### src/sv/fqs_pkg.sv
// Shared constants and types for the searchable FIFO queue.
`default_nettype none
package fqs_pkg;

   localparam int QUEUE_DEPTH = 16;
   localparam int WORD_W      = 32;
   localparam int FILL_W      = $clog2(QUEUE_DEPTH + 1);
   localparam int COUNT_W     = 5;
   localparam int REQ_W       = 2;
   localparam int STATUS_W    = 2;

   localparam logic [REQ_W-1:0] REQ_ENQUEUE = 2'd0;
   localparam logic [REQ_W-1:0] REQ_DEQUEUE = 2'd1;
   localparam logic [REQ_W-1:0] REQ_SEARCH  = 2'd2;

   localparam logic [STATUS_W-1:0] STATUS_OK    = 2'd0;
   localparam logic [STATUS_W-1:0] STATUS_EMPTY = 2'd1;
   localparam logic [STATUS_W-1:0] STATUS_FULL  = 2'd2;

   // Control broadcast to every cell of the chain.
   typedef struct packed {
      logic              shift;
      logic              load;
      logic [WORD_W-1:0] value;
   } cell_ctl_type;

   // What one cell shows to its neighbors and to the top level.
   typedef struct packed {
      logic              valid;
      logic              match;
      logic [WORD_W-1:0] word;
   } cell_out_type;

endpackage
`default_nettype wire

### src/sv/fqs_cell.sv
// One storage cell of the queue chain: holds a word, shifts toward the head, compares.
`default_nettype none
module fqs_cell (
   input  wire                           clock,
   input  wire                           reset,
   input  wire fqs_pkg::cell_ctl_type    ctl,
   input  wire                           prev_valid,
   input  wire                           next_valid,
   input  wire  [fqs_pkg::WORD_W-1:0]    next_word,
   output fqs_pkg::cell_out_type         cell_out
);

   logic                       valid_ff, valid_in;
   logic [fqs_pkg::WORD_W-1:0] word_ff, word_in;

   always_comb begin
      valid_in = valid_ff;
      word_in  = word_ff;
      if (ctl.shift) begin
         // take the neighbor's word one step closer to the head
         valid_in = next_valid;
         word_in  = next_word;
      end else if (ctl.load && !valid_ff && prev_valid) begin
         // first free cell captures the new word
         valid_in = 1'b1;
         word_in  = ctl.value;
      end
   end

   always_ff @(posedge clock) begin
      if (reset) begin
         valid_ff <= 1'b0;
      end else begin
         valid_ff <= valid_in;
      end
   end

   always_ff @(posedge clock) begin
      word_ff <= word_in;
   end

   assign cell_out.valid = valid_ff;
   assign cell_out.word  = word_ff;
   assign cell_out.match = valid_ff && (word_ff == ctl.value);

endmodule
`default_nettype wire

### src/sv/fifo_queue_with_search.sv
// Top level of the searchable FIFO queue built from a chain of storage cells.
// Latency: a result appears in the cycle after its request is accepted.
// Throughput: one request per cycle unless the result channel stalls; the cell chain
// updates with the result register; a search compares all cells at once, OR-reduced.
// The result register lets a new request in while the previous result is taken.
// Reset (synchronous, active high) empties the queue and drops any pending result.
`default_nettype none
module fifo_queue_with_search (
   input  wire         clock,
   input  wire         reset,
   // request channel
   input  wire         req_tvalid,
   output logic        req_tready,
   input  wire  [31:0] req_tdata,   // [31:0] value
   input  wire  [1:0]  req_tuser,   // [1:0] req_type
   // result channel
   output logic        rsp_tvalid,
   input  wire         rsp_tready,
   output logic [39:0] rsp_tdata,   // [31:0] data, [32] found, [37:33] count, [39:38] zero
   output logic [1:0]  rsp_tuser    // [1:0] status
);

   localparam int DEPTH = fqs_pkg::QUEUE_DEPTH;

   // request fields
   logic [fqs_pkg::REQ_W-1:0]  req_kind;
   logic [fqs_pkg::WORD_W-1:0] req_value;
   logic                       req_fire;

   // queue level and result register
   logic [fqs_pkg::FILL_W-1:0]   fill_ff, fill_in;
   logic                         rsp_valid_ff;
   logic [fqs_pkg::STATUS_W-1:0] status_ff, status_in;
   logic [fqs_pkg::WORD_W-1:0]   data_ff, data_in;
   logic                         found_ff, found_in;

   logic                  is_full, is_empty, do_enq, do_deq;
   logic [DEPTH-1:0]      match_vec;
   fqs_pkg::cell_ctl_type ctl;
   fqs_pkg::cell_out_type cell_out [DEPTH];

   assign req_kind  = req_tuser;
   assign req_value = req_tdata;

   // accept whenever the result register is free or being emptied
   assign req_tready = !rsp_valid_ff || rsp_tready;
   assign req_fire   = req_tvalid && req_tready;

   assign is_full  = (fill_ff == fqs_pkg::FILL_W'(DEPTH));
   assign is_empty = (fill_ff == '0);
   assign do_enq   = req_fire && (req_kind == fqs_pkg::REQ_ENQUEUE) && !is_full;
   assign do_deq   = req_fire && (req_kind == fqs_pkg::REQ_DEQUEUE) && !is_empty;

   // broadcast control: shift on dequeue, load the first free cell on enqueue
   assign ctl.shift = do_deq;
   assign ctl.load  = do_enq;
   assign ctl.value = req_value;

   // cell chain: cell 0 holds the oldest word, data moves toward it on dequeue
   for (genvar i = 0; i < DEPTH; i++) begin : g_cell
      logic                       prev_valid, next_valid;
      logic [fqs_pkg::WORD_W-1:0] next_word;

      if (i == 0) begin : g_first
         assign prev_valid = 1'b1;
      end else begin : g_inner_prev
         assign prev_valid = cell_out[i-1].valid;
      end

      if (i == DEPTH - 1) begin : g_last
         assign next_valid = 1'b0;
         assign next_word  = '0;
      end else begin : g_inner_next
         assign next_valid = cell_out[i+1].valid;
         assign next_word  = cell_out[i+1].word;
      end

      fqs_cell u_cell (
         .clock      (clock),
         .reset      (reset),
         .ctl        (ctl),
         .prev_valid (prev_valid),
         .next_valid (next_valid),
         .next_word  (next_word),
         .cell_out   (cell_out[i])
      );

      assign match_vec[i] = cell_out[i].match;
   end

   // next fill level and result fields
   always_comb begin
      fill_in   = fill_ff;
      status_in = fqs_pkg::STATUS_OK;
      data_in   = '0;
      found_in  = 1'b0;
      unique case (req_kind)
         fqs_pkg::REQ_ENQUEUE: begin
            if (is_full) begin
               status_in = fqs_pkg::STATUS_FULL;   // drop the word
            end else begin
               fill_in = fill_ff + 1'b1;
            end
         end
         fqs_pkg::REQ_DEQUEUE: begin
            if (is_empty) begin
               status_in = fqs_pkg::STATUS_EMPTY;  // hold the queue as is
            end else begin
               fill_in = fill_ff - 1'b1;
               data_in = cell_out[0].word;
            end
         end
         fqs_pkg::REQ_SEARCH: begin
            found_in = |match_vec;
         end
         default: begin
            // unused request code: no operation
         end
      endcase
   end

   always_ff @(posedge clock) begin
      if (reset) begin
         fill_ff      <= '0;
         rsp_valid_ff <= 1'b0;
      end else begin
         if (req_fire) begin
            fill_ff      <= fill_in;
            rsp_valid_ff <= 1'b1;
         end else if (rsp_tready) begin
            rsp_valid_ff <= 1'b0;
         end
      end
   end

   always_ff @(posedge clock) begin
      if (req_fire) begin
         status_ff <= status_in;
         data_ff   <= data_in;
         found_ff  <= found_in;
      end
   end

   assign rsp_tvalid = rsp_valid_ff;
   assign rsp_tuser  = status_ff;
   assign rsp_tdata  = {2'b00, fqs_pkg::COUNT_W'(fill_ff), found_ff, data_ff};

endmodule
`default_nettype wire
### config.mk
export PLATFORM = sky130hd
export DESIGN_NAME = fifo_queue_with_search
export DESIGN_NICKNAME = d
export VERILOG_FILES = /design/src/sv/fqs_pkg.sv /design/src/sv/fqs_cell.sv /design/src/sv/fifo_queue_with_search.sv
export SDC_FILE = /design/constraint.sdc
export NUM_CORES = 1
export LEC_CHECK = 0
export BUFFER_PORTS_ARGS = -buffer_cell sky130_fd_sc_hd__clkbuf_2
export CORE_UTILIZATION = 45
export CTS_BUF_LIST = sky130_fd_sc_hd__clkbuf_8
export DETAILED_ROUTE_END_ITERATION = 10
export GPL_ROUTABILITY_DRIVEN = 0
export GPL_TIMING_DRIVEN = 0
export HOLD_SLACK_MARGIN = 0.12
export PLACE_DENSITY = 0.61
export SYNTH_ARGS = -nofsm -noshare
export SYNTH_HDL_FRONTEND = slang
export SYNTH_SLANG_ARGS = --single-unit
### constraint.sdc
create_clock -name clock -period 4.52 [get_ports clock]
set_input_delay 0.226 -clock clock [delete_from_list [all_inputs] [get_ports clock]]
set_output_delay 0.226 -clock clock [all_outputs]
set_load 0.01 [all_outputs]
* Word-level counts from Yosys, hierarchy flattened
Cells that the tools add are included.
Word-level totals: register bits after elaboration 569, input port bits 38, output and inout bits 44
Operators by class: add/subtract/negate cells 2, equality and inequality tests 21, multiplexer cells 68, bitwise operators 1, reduce and logical (&&, ||, !) cells 95
Operators by type and width (number):
- $mux W32 | 30
- $eq A32 B32 Y1 | 16
- $logic_and A1 B1 Y1 | 52
- $reduce_bool A2 Y1 | 17
- $mux W1 | 33
- $logic_not A1 Y1 | 19
- $reduce_or A16 Y1 | 1
- $mux W5 | 2
- $pmux W5 S2 | 1
- $add A5 B1 Y5 const B | 1
- $eq A5 B5 Y1 const B | 1
- $logic_not A5 Y1 | 1
- $sub A5 B1 Y5 const B | 1
- $ne A2 B2 Y1 const B | 2
- $pmux W2 S2 | 1
- $reduce_and A4 Y1 | 1
- $reduce_or A2 Y1 | 2
- $eq A2 B1 Y1 const B | 1
- $eq A2 B2 Y1 const B | 1
- $logic_not A2 Y1 | 1
- $mux W2 | 1
- $logic_or A1 B1 Y1 | 1
- $not A1 Y1 | 1

* Depth between registers and ports, before layout
Gate-level depths: netlist (run 1).
word-level depth 9, depth in mapped cells 9

* Hierarchy
A second synthesis (run 1) with hierarchy kept.
Unflattened totals: cells, all modules 2036, area, all modules 29930.0 um^2
Modules (own cells, without submodules):
- fqs_cell | instances 16, cells an instance 119, area an instance 1759.2 um^2, sequential area each 980.9 um^2
- fifo_queue_with_search | instances 1, cells an instance 132, area an instance 1783.0 um^2, sequential area each 1171.1 um^2

* Worst setup path before layout (run 1)
No wires, ideal clock.
kind register to register, start reg fill_ff[0] in the netlist's numbering, end reg g_cell[10].u_cell.valid_ff, setup time 0.069 ns, arrival 3.999 ns, required time 4.451 ns, path slack 0.453 ns, stages on the path, launching flop included 7, path buffers 2, clock period less this slack 4.067 ns, cells stage by stage dfxtp_1 or4_4 buf_6 o2111ai_4 buf_4 o21ai_0 o221a_2
On the way: word-level cells in the longest chain between the ends 6, elaborated cells on any way between the ends 10, classes of those cells eq/ne: 1; mux: 1; reduce/logical: 8
RTL lines:
- start: declaration | RTL line fifo_queue_with_search.sv:31 | logic [fqs_pkg::FILL_W-1:0] fill_ff, fill_in;
- start signal: assignment | RTL line fifo_queue_with_search.sv:128 | fill_ff <= fill_in;
- $eq A5 B5 Y1 | RTL line fifo_queue_with_search.sv:49 | assign is_full = (fill_ff == fqs_pkg::FILL_W'(DEPTH));
- $logic_not A1 Y1 | RTL line fifo_queue_with_search.sv:51 | assign do_enq = req_fire && (req_kind == fqs_pkg::REQ_ENQUEUE) && !is_full;
- $logic_and A1 B1 Y1 | RTL line fifo_queue_with_search.sv:51
- $logic_and A1 B1 Y1 (2 in series) | RTL line fqs_cell.sv:23 | end else if (ctl.load && !valid_ff && prev_valid) begin
- $reduce_bool A2 Y1 (no source line)
- end signal: assignment | RTL line fqs_cell.sv:34 | valid_ff <= valid_in;
- end: declaration | RTL line fqs_cell.sv:13 | logic valid_ff, valid_in;
Parallel ways exist; a longest one is shown, timed or not. A chain may end at the register's enable or synchronous reset.

* Final worst setup path (run 1)
start in req_tuser[1], end reg g_cell[12].u_cell.word_ff[23] in the netlist's numbering, data pin
On the way: word-level cells in the longest chain between the ends 4
RTL lines:
- start: declaration | RTL line fifo_queue_with_search.sv:15 | input wire [1:0] req_tuser,
- $eq A2 B1 Y1 | RTL line fifo_queue_with_search.sv:52 | assign do_deq = req_fire && (req_kind == fqs_pkg::REQ_DEQUEUE) && !is_empty;
- $logic_and A1 B1 Y1 (2 in series) | RTL line fifo_queue_with_search.sv:52
- $mux W32 | RTL line fqs_cell.sv:19 | if (ctl.shift) begin
- via g_cell[12].u_cell.word_in (one bit) | RTL line fqs_cell.sv:14 | logic [fqs_pkg::WORD_W-1:0] word_ff, word_in;
- end signal: assignment | RTL line fqs_cell.sv:39 | word_ff <= word_in;
- end: declaration | RTL line fqs_cell.sv:14
The timed path passes the listed nets, and every way through them passes these cells.

==> key figures, run 1 <==
Clock network
  – H-Tree Depth: 3
  – Clk buf depth: 3
  – Cts repair resizes: 0
  – Root buffer selected by CTS: clkbuf_8
  – CTS tree: built
  – Worst-Skew Late Latency: 0.74 ns
  – Clock sink total: 569
  – Clk pin slew, worst setup/hold paths: 0.06 ns
  – Inserted Clock Buffers: 97

Worst hold path
  – Hold WC Path Type: in2reg

STA
  – WHS: 0.233 ns
  – Final clock skew: 0.0350 ns
  – Final setup viols: 0
  – RSZ-0062 raised after global routing: no
  – Period minus WS final: 3.05 ns
  – Worst-margin pin slew: 1.12 ns
  – Fin. Hold Viols: 0
  – F_max: 328 MHz
  – Pins Over Slew Limit: 0
  – Crit share post-route: 67.5%
  – Final worst setup slack: 1.47 ns
  – Relative slew slack: 25.3%

Setup path
  – CP endpoint kind: register
  – R2R Setup Slk: 1.66 ns
  – Cell mode on critical path: nand2_1
  – Critical path's slowest cell: clkbuf_1
  – Reg2reg path depth: 6
  – Crit path largest cell delay: 0.87 ns
  – Crit path to: g_cell[12].u_cell.word_ff[23]
  – Reg-to-reg critical path startpoint: g_cell[1].u_cell.word_ff[17]
  – Worst setup path start: req_tuser[1]
  – CP Launch Type: primary input
  – Crit path buffers/inverters: 4
  – R2R Path End: found_ff
  – CP Cell Sequence: dlygate4sd3_1, clkbuf_2, nor2b_1, o2111ai_4, buf_6, nand2_1, clkbuf_1, nand2_1
  – CP delay by family, top: buffers and inverters
  – CP arrival: 3.47 ns
  – Crit path depth: 8
  – CP Class: in2reg
  – Worst Path Required: 4.94 ns
  – Critical path peak fanout: 10

Synth
  – Ys async rst share: 0%
  – Cell variety after synth: 41
  – Yosys warnings: 0
  – Biggest area consumer among synthesized cells: edfxtp_1
  – Register area share after synthesis: 58.1%
  – Mapped Area: 28500 um^2
  – Top cell type's share of synthesized area: 54.3%
  – Cells after Synth: 2667
  – Ys flop type: edfxtp_1
  – Synth area leaders: edfxtp_1, xor2_1, nand2_1, dfxtp_1, nor4_1
  – Flops & latches, synth: 569
  – Post-Syn Area per Cell: 10.7 um^2
  – Number of synthesized flops with an enable pin: 515

Power
  – PwrDens: 374 nW/um^2
  – Leakage: 12.3 nW
  – Peak supply drop: 0.000258 V
  – Total Power: 12.0 mW

Global route
  – Gr usage total: 33.5%
  – Pin count of the biggest net entering global routing: 37
  – GR Overflow Total: 0
  – Initial antenna violation count: 2
  – First-pass GRT wire length: 149000 um
  – Vias in the first global route: 21108

Finish
  – Register area: 16500 um^2
  – Area delta synth->final: 12.8%
  – Final nets: 2875
  – Multi-input gate area: 10800 um^2
  – Layout cell share with drive strength beyond 1: 13.5%
  – Filler cells: 5668

Outcome
  – Outcome: finished, final reports clean

Routing
  – First drt pass iteration count: 6
  – Initial drt markers: 3311
  – DR vias/cell: 5.75
  – Number of antenna-violating nets in the routed design: 0
  – Post-Route WL: 107000 um
  – Vias: 21576
  – WL/cell: 28.6 um
  – DRC violations left: 0

Die
  – Die width: 254 um
  – Die H: 254 um
  – # IOs: 82
  – Die area: 64300 um^2
  – CORE AREA: 62200 um^2
  – FP Rows: 91
  – Initial Utilization: 45.8%

Flow run
  – MaxCap Viol Count: 0

Placement
  – Port-buffer cells: 46
  – Hpwl dp: 74200 um
  – Pre-CTS setup slack: 0.969 ns
==> worst reg2reg max path: cells and delay by family (launching register included) <==
| kind | cells | cell delay (ns) |
|---|---|---|
| compound gates | 1 | 0.36 |
| xor+xnor | 1 | 0.19 |
| flops | 1 | 0.42 |
| simple gates | 4 | 1.69 |
==> kinds of logic after synthesis <==
family / count (synthesis) / synth area share, %
AND/OR/NAND/NOR: 1315 / 19.3
flip-flops: 569 / 58.1
XOR/XNOR: 515 / 15.8
buffers and inverters: 182 / 4.49
AO/OA/AOI/OAI: 81 / 2.09
adder cells (fa/ha/maj): 4 / 0.202
other: 1 / 0.0132
==> layout by cell type (no fill, tap or decap), drive strengths merged, types with 27 or more instances in the layout <==
cell type / n
nand2: 1059
edfxtp: 515
xor2: 488
buf: 174
clkbuf: 169
nor4: 117
dfxtp: 54
a21oi: 38
inv: 37
clkinv: 35
and2: 34
nand3: 32
nor3: 29
xnor2: 27
==> per-stage QoR <==
stage / util [%] / TNS [ns] / instances / cell area [um^2]
after floorplan: - / 0 / 2668 / 28500
after global placement: 47.9 / -165.10 / 3551 / 29800
after detailed placement: 48.6 / 0 / 3565 / 30200
after CTS: 51.7 / 0 / 3749 / 32100
after global routing: 51.7 / 0 / 3750 / 32100
final: 51.7 / 0 / 3753 / 32100
==> how the worst min path moves through the flow <==
| stage | start | to | slack (ns) | cells past startpoint |
|---|---|---|---|---|
| 3_5_place_dp | g_cell[15].u_cell.word_ff[27] | g_cell[15].u_cell.word_ff[27] | 0.48 | 2 |
| 2_1_floorplan | req_tvalid | rsp_tvalid | 0.36 | 2 |
| 5_1_grt | req_tdata[31] | g_cell[15].u_cell.word_ff[31] | 0.25 | 4 |
| 4_1_cts | req_tdata[31] | g_cell[15].u_cell.word_ff[31] | 0.20 | 4 |
| 3_3_place_gp | g_cell[15].u_cell.word_ff[21] | g_cell[15].u_cell.word_ff[21] | 0.47 | 2 |
| 6_report | req_tdata[31] | g_cell[15].u_cell.word_ff[31] | 0.23 | 4 |
==> cell usage after synthesis, drive strengths merged (2+ instances only) <==
cell	n
nand2b	17
nor4	117
xnor2	27
a2111oi	2
a21o	2
buf	160
nand3	32
nor3	29
edfxtp	515
and2	34
o221a	14
o21ai	17
nor2	6
dfxtp	54
o2111ai	3
a21oi	38
inv	5
ha	3
nand2	1059
xor2	488
clkbuf	17
nand4	17
==> area by class of cell <==
cell class	instances	share of cell area (%)
clock inverter	72	1.16
tap	837	3.26
clock buffer	106	4.54
multi-input combinational	1917	33.7
sequential	569	51.5
buffer	177	3.92
inverter	5	0.0584
antenna	4	0.0311
timing repair buffer	66	1.82
==> layer usage <==
| metal | track usage [%] | wire length, um | part of all wire (%) |
|---|---|---|---|
| met1 | 41.8 | 39900 | 37 |
| met2 | 52.0 | 48000 | 45 |
| met3 | 7.94 | 11600 | 11 |
| met4 | 21.9 | 7870 | 7.3 |
| met5 | 0 | 0 | 0 |
==> report_power, final <==
part           total, mW  switching (mW)  internal, mW  leakage [nW]
combinational       1.40            1.00         0.395          6.12
sequential          6.12           0.140          5.98          5.14
clock               4.51            2.28          2.23          1.05
==> state kept, by name, summed over array words and instances, names as in the netlist <==
name                    cells
fill_ff                     5
g_cell.u_cell.word_ff     512
rsp_tvalid                  1
g_cell.u_cell.valid_ff     16
found_ff                    1
rsp_tuser                   2
data_ff                    32
==> timing repair <==
| action | CTS | global route |
|---|---|---|
| hold buffers | 6 | 0 |
| endpoints found under the hold margin | 11 | 0 |
| buffers inserted | 0 | 0 |
Power figures use the tool's default switching activity.
==> inputs of run 2 (changes only) <==
- clock period: 4.52 -> 3.1 ns (I/O delays scaled with it)
==> key figures, run 2 (synthesis results as in run 1) <==
Global route
  – Pin count of the biggest net entering global routing: 37 (unchanged)
  – Initial antenna violation count: 4 (+2)
  – GR Overflow Total: 0 (unchanged)
  – First-pass GRT wire length: 150000 um (+0.41%)
  – Gr usage total: 33.5% (about the same)
  – Vias in the first global route: 21126 (+0.085%)

Setup path
  – CP arrival: 3.43 ns (-0.04 ns)
  – CP Launch Type: primary input
  – Worst Path Required: 3.51 ns (-1.43 ns)
  – R2R Path End: found_ff
  – Reg-to-reg critical path startpoint: g_cell[1].u_cell.word_ff[17]
  – Worst setup path start: req_tuser[0]
  – Reg2reg path depth: 6 (unchanged)
  – R2R Setup Slk: 0.14 ns (-1.52 ns)
  – CP Class: in2reg
  – CP endpoint kind: register
  – Critical path peak fanout: 10 (unchanged)

Finish
  – Top Registers: g_cell.u_cell.word_ff (512), data_ff (32), g_cell.u_cell.valid_ff (16)
  – Largest reg by FF count: g_cell.u_cell.word_ff
  – Area delta synth->final: 12.6%
  – Most common cell after layout, fill and taps aside: nand2_1
  – Non-Filler Instances: 3747 (-0.16%)
  – Final nets: 2873 (-0.070%)
  – Post-Route Utilization: 51.6% (-0.11 points)
  – Max FFs per register: 512 (unchanged)
  – Layout cell share with drive strength beyond 1: 13.3% (-0.12 points)
  – Most frequent cells in the layout: nand2_1, edfxtp_1, xor2_1
  – Final instance area: 32100 um^2 (-0.22%)

Routing
  – Number of antenna-violating nets in the routed design: 0 (unchanged)
  – WL/cell: 28.7 um (+0.18%)
  – DRC violations left: 0 (unchanged)
  – DR vias/cell: 5.73 (-0.32%)
  – Initial drt markers: 2863 (-14%)
  – Post-Route WL: 107000 um (about the same)
  – Vias: 21473 (-0.48%)
  – First drt pass iteration count: 6 (unchanged)

Clock network
  – # Post-CTS Setup Buffers: 0 (unchanged)
  – Inserted Clock Buffers: 95 (-2.1%)
  – Root buffer selected by CTS: clkbuf_8
  – CTS tree: built
  – Worst-Skew Late Latency: 0.75 ns (about the same)
  – H-Tree Depth: 3 (unchanged)
  – Clk buf depth: 3 (unchanged)
  – Clk pin slew, worst setup/hold paths: 0.07 ns (about the same)
  – Clock sink total: 569 (unchanged)

STA
  – WHS: 0.133 ns (-0.100 ns)
  – Final setup viols: 0 (unchanged)
  – RSZ-0062 raised after global routing: no
  – F_max: 332 MHz
  – Final worst setup slack: 0.0855 ns (-1.38 ns)
  – Fin. Hold Viols: 0 (unchanged)
  – Period minus WS final: 3.01 ns
  – Pins Over Slew Limit: 0 (unchanged)
  – Crit share post-route: 97.2%
  – Relative slew slack: 25.2% (-0.058 points)
  – Final clock skew: 0.0321 ns (-0.00294 ns)
  – Worst-margin pin slew: 1.12 ns (+0.000872 ns)
  – Setup TNS: 0 ns (unchanged)

Placement
  – Hpwl dp: 74200 um (about the same)
  – Placed inst area: 30200 um^2 (about the same)
  – Port-buffer cells: 46 (unchanged)
  – Pre-CTS setup slack: -0.382 ns (-1.35 ns)
  – Cells after DPL: 3565 (unchanged)

Die
  – Die width: 254 um (unchanged)
  – CORE AREA: 62200 um^2 (unchanged)
  – FP Rows: 91 (unchanged)
  – Initial Utilization: 45.8% (unchanged)
  – Die H: 254 um (unchanged)
  – # IOs: 82 (unchanged)
  – Die area: 64300 um^2 (unchanged)

Power
  – Peak supply drop: 0.000310 V (+20%)
  – Total Power: 17.4 mW (+45%)
  – Leakage: 12.3 nW (-0.31%)
  – PwrDens: 544 nW/um^2 (+45%)

Worst hold path
  – Hold depth: 4 (unchanged)
  – Hold WC Path Type: in2reg
  – Hold endpoint: g_cell[15].u_cell.word_ff[31]
  – Hold Startpoint: req_tdata[31]

Flow run
  – MaxCap Viol Count: 0 (unchanged)

Outcome
  – Outcome: finished, final reports clean
run 2: cell types whose count changed in the layout (fill, tap and decap cells not counted), sizes merged:
cell      change
clkinv        +4
diode         -3
clkbuf        -2
clkinvlp      -2
inv           -2
bufinv        -1
run 2: how the worst max path moves through the flow:
| stage | slack, ns | endpoint | depth (start not counted) |
|---|---|---|---|
| 6_report | 0.09 | g_cell[13].u_cell.word_ff[23] | 8 |
| 5_1_grt | 0.1 | g_cell[13].u_cell.word_ff[23] | 8 |
| 4_1_cts | 0.19 | g_cell[11].u_cell.word_ff[23] | 8 |
| 3_5_place_dp | -0.38 | found_ff | 8 |
| 3_3_place_gp | -1.90 | g_cell[7].u_cell.valid_ff | 5 |
| 2_1_floorplan | -0.81 | g_cell[7].u_cell.valid_ff | 5 |
run 2: layout make-up:
class | instances | area (um^2)
Sequential cell | 569 | 16500
Buffer | 177 | 1260
Timing Repair Buffer | 66 | 578
Fill cell | 5729 | 30100
Tap cell | 837 | 1050
Inverter | 5 | 18.8
Multi-Input combinational cell | 1917 | 10800
Antenna cell | 1 | 2.50
Clock inverter | 71 | 344
Clock buffer | 104 | 1430
run 2: worst max-delay path, cell delays in order:
cell	delay (ns)
dlygate4sd3_1	0.53
clkbuf_2	0.13
nor2b_1	0.63
o2111ai_4	0.26
buf_6	0.21
nand2_1	0.37
clkbuf_1	0.88
nand2_1	0.25
run 2: repair_timing:
| item | in CTS | in global routing |
|---|---|---|
| hold buffers | 6 | 0 |
| setup endpoints to repair | 222 | 0 |
| hold endpoints to repair | 11 | 0 |
| gates resized for setup | 1 | 0 |
run 2: where the power goes:
part / internal, mW / leakage, nW / switching (mW)
logic: 0.574 / 6.11 / 1.46
registers: 8.71 / 5.14 / 0.205
clock network: 3.12 / 1.01 / 3.36
total: 12.4 / 12.3 / 5.03
run 2: layer usage:
layer | track usage (%) | wire length [um] | vias to the layer above
li1 | - | - | 9255
met5 | 0 | 0 | -
met1 | 41.5 | 40100 | 10489
met2 | 52.3 | 48600 | 1382
met3 | 8.37 | 11400 | 347
met4 | 21.1 | 7260 | 0
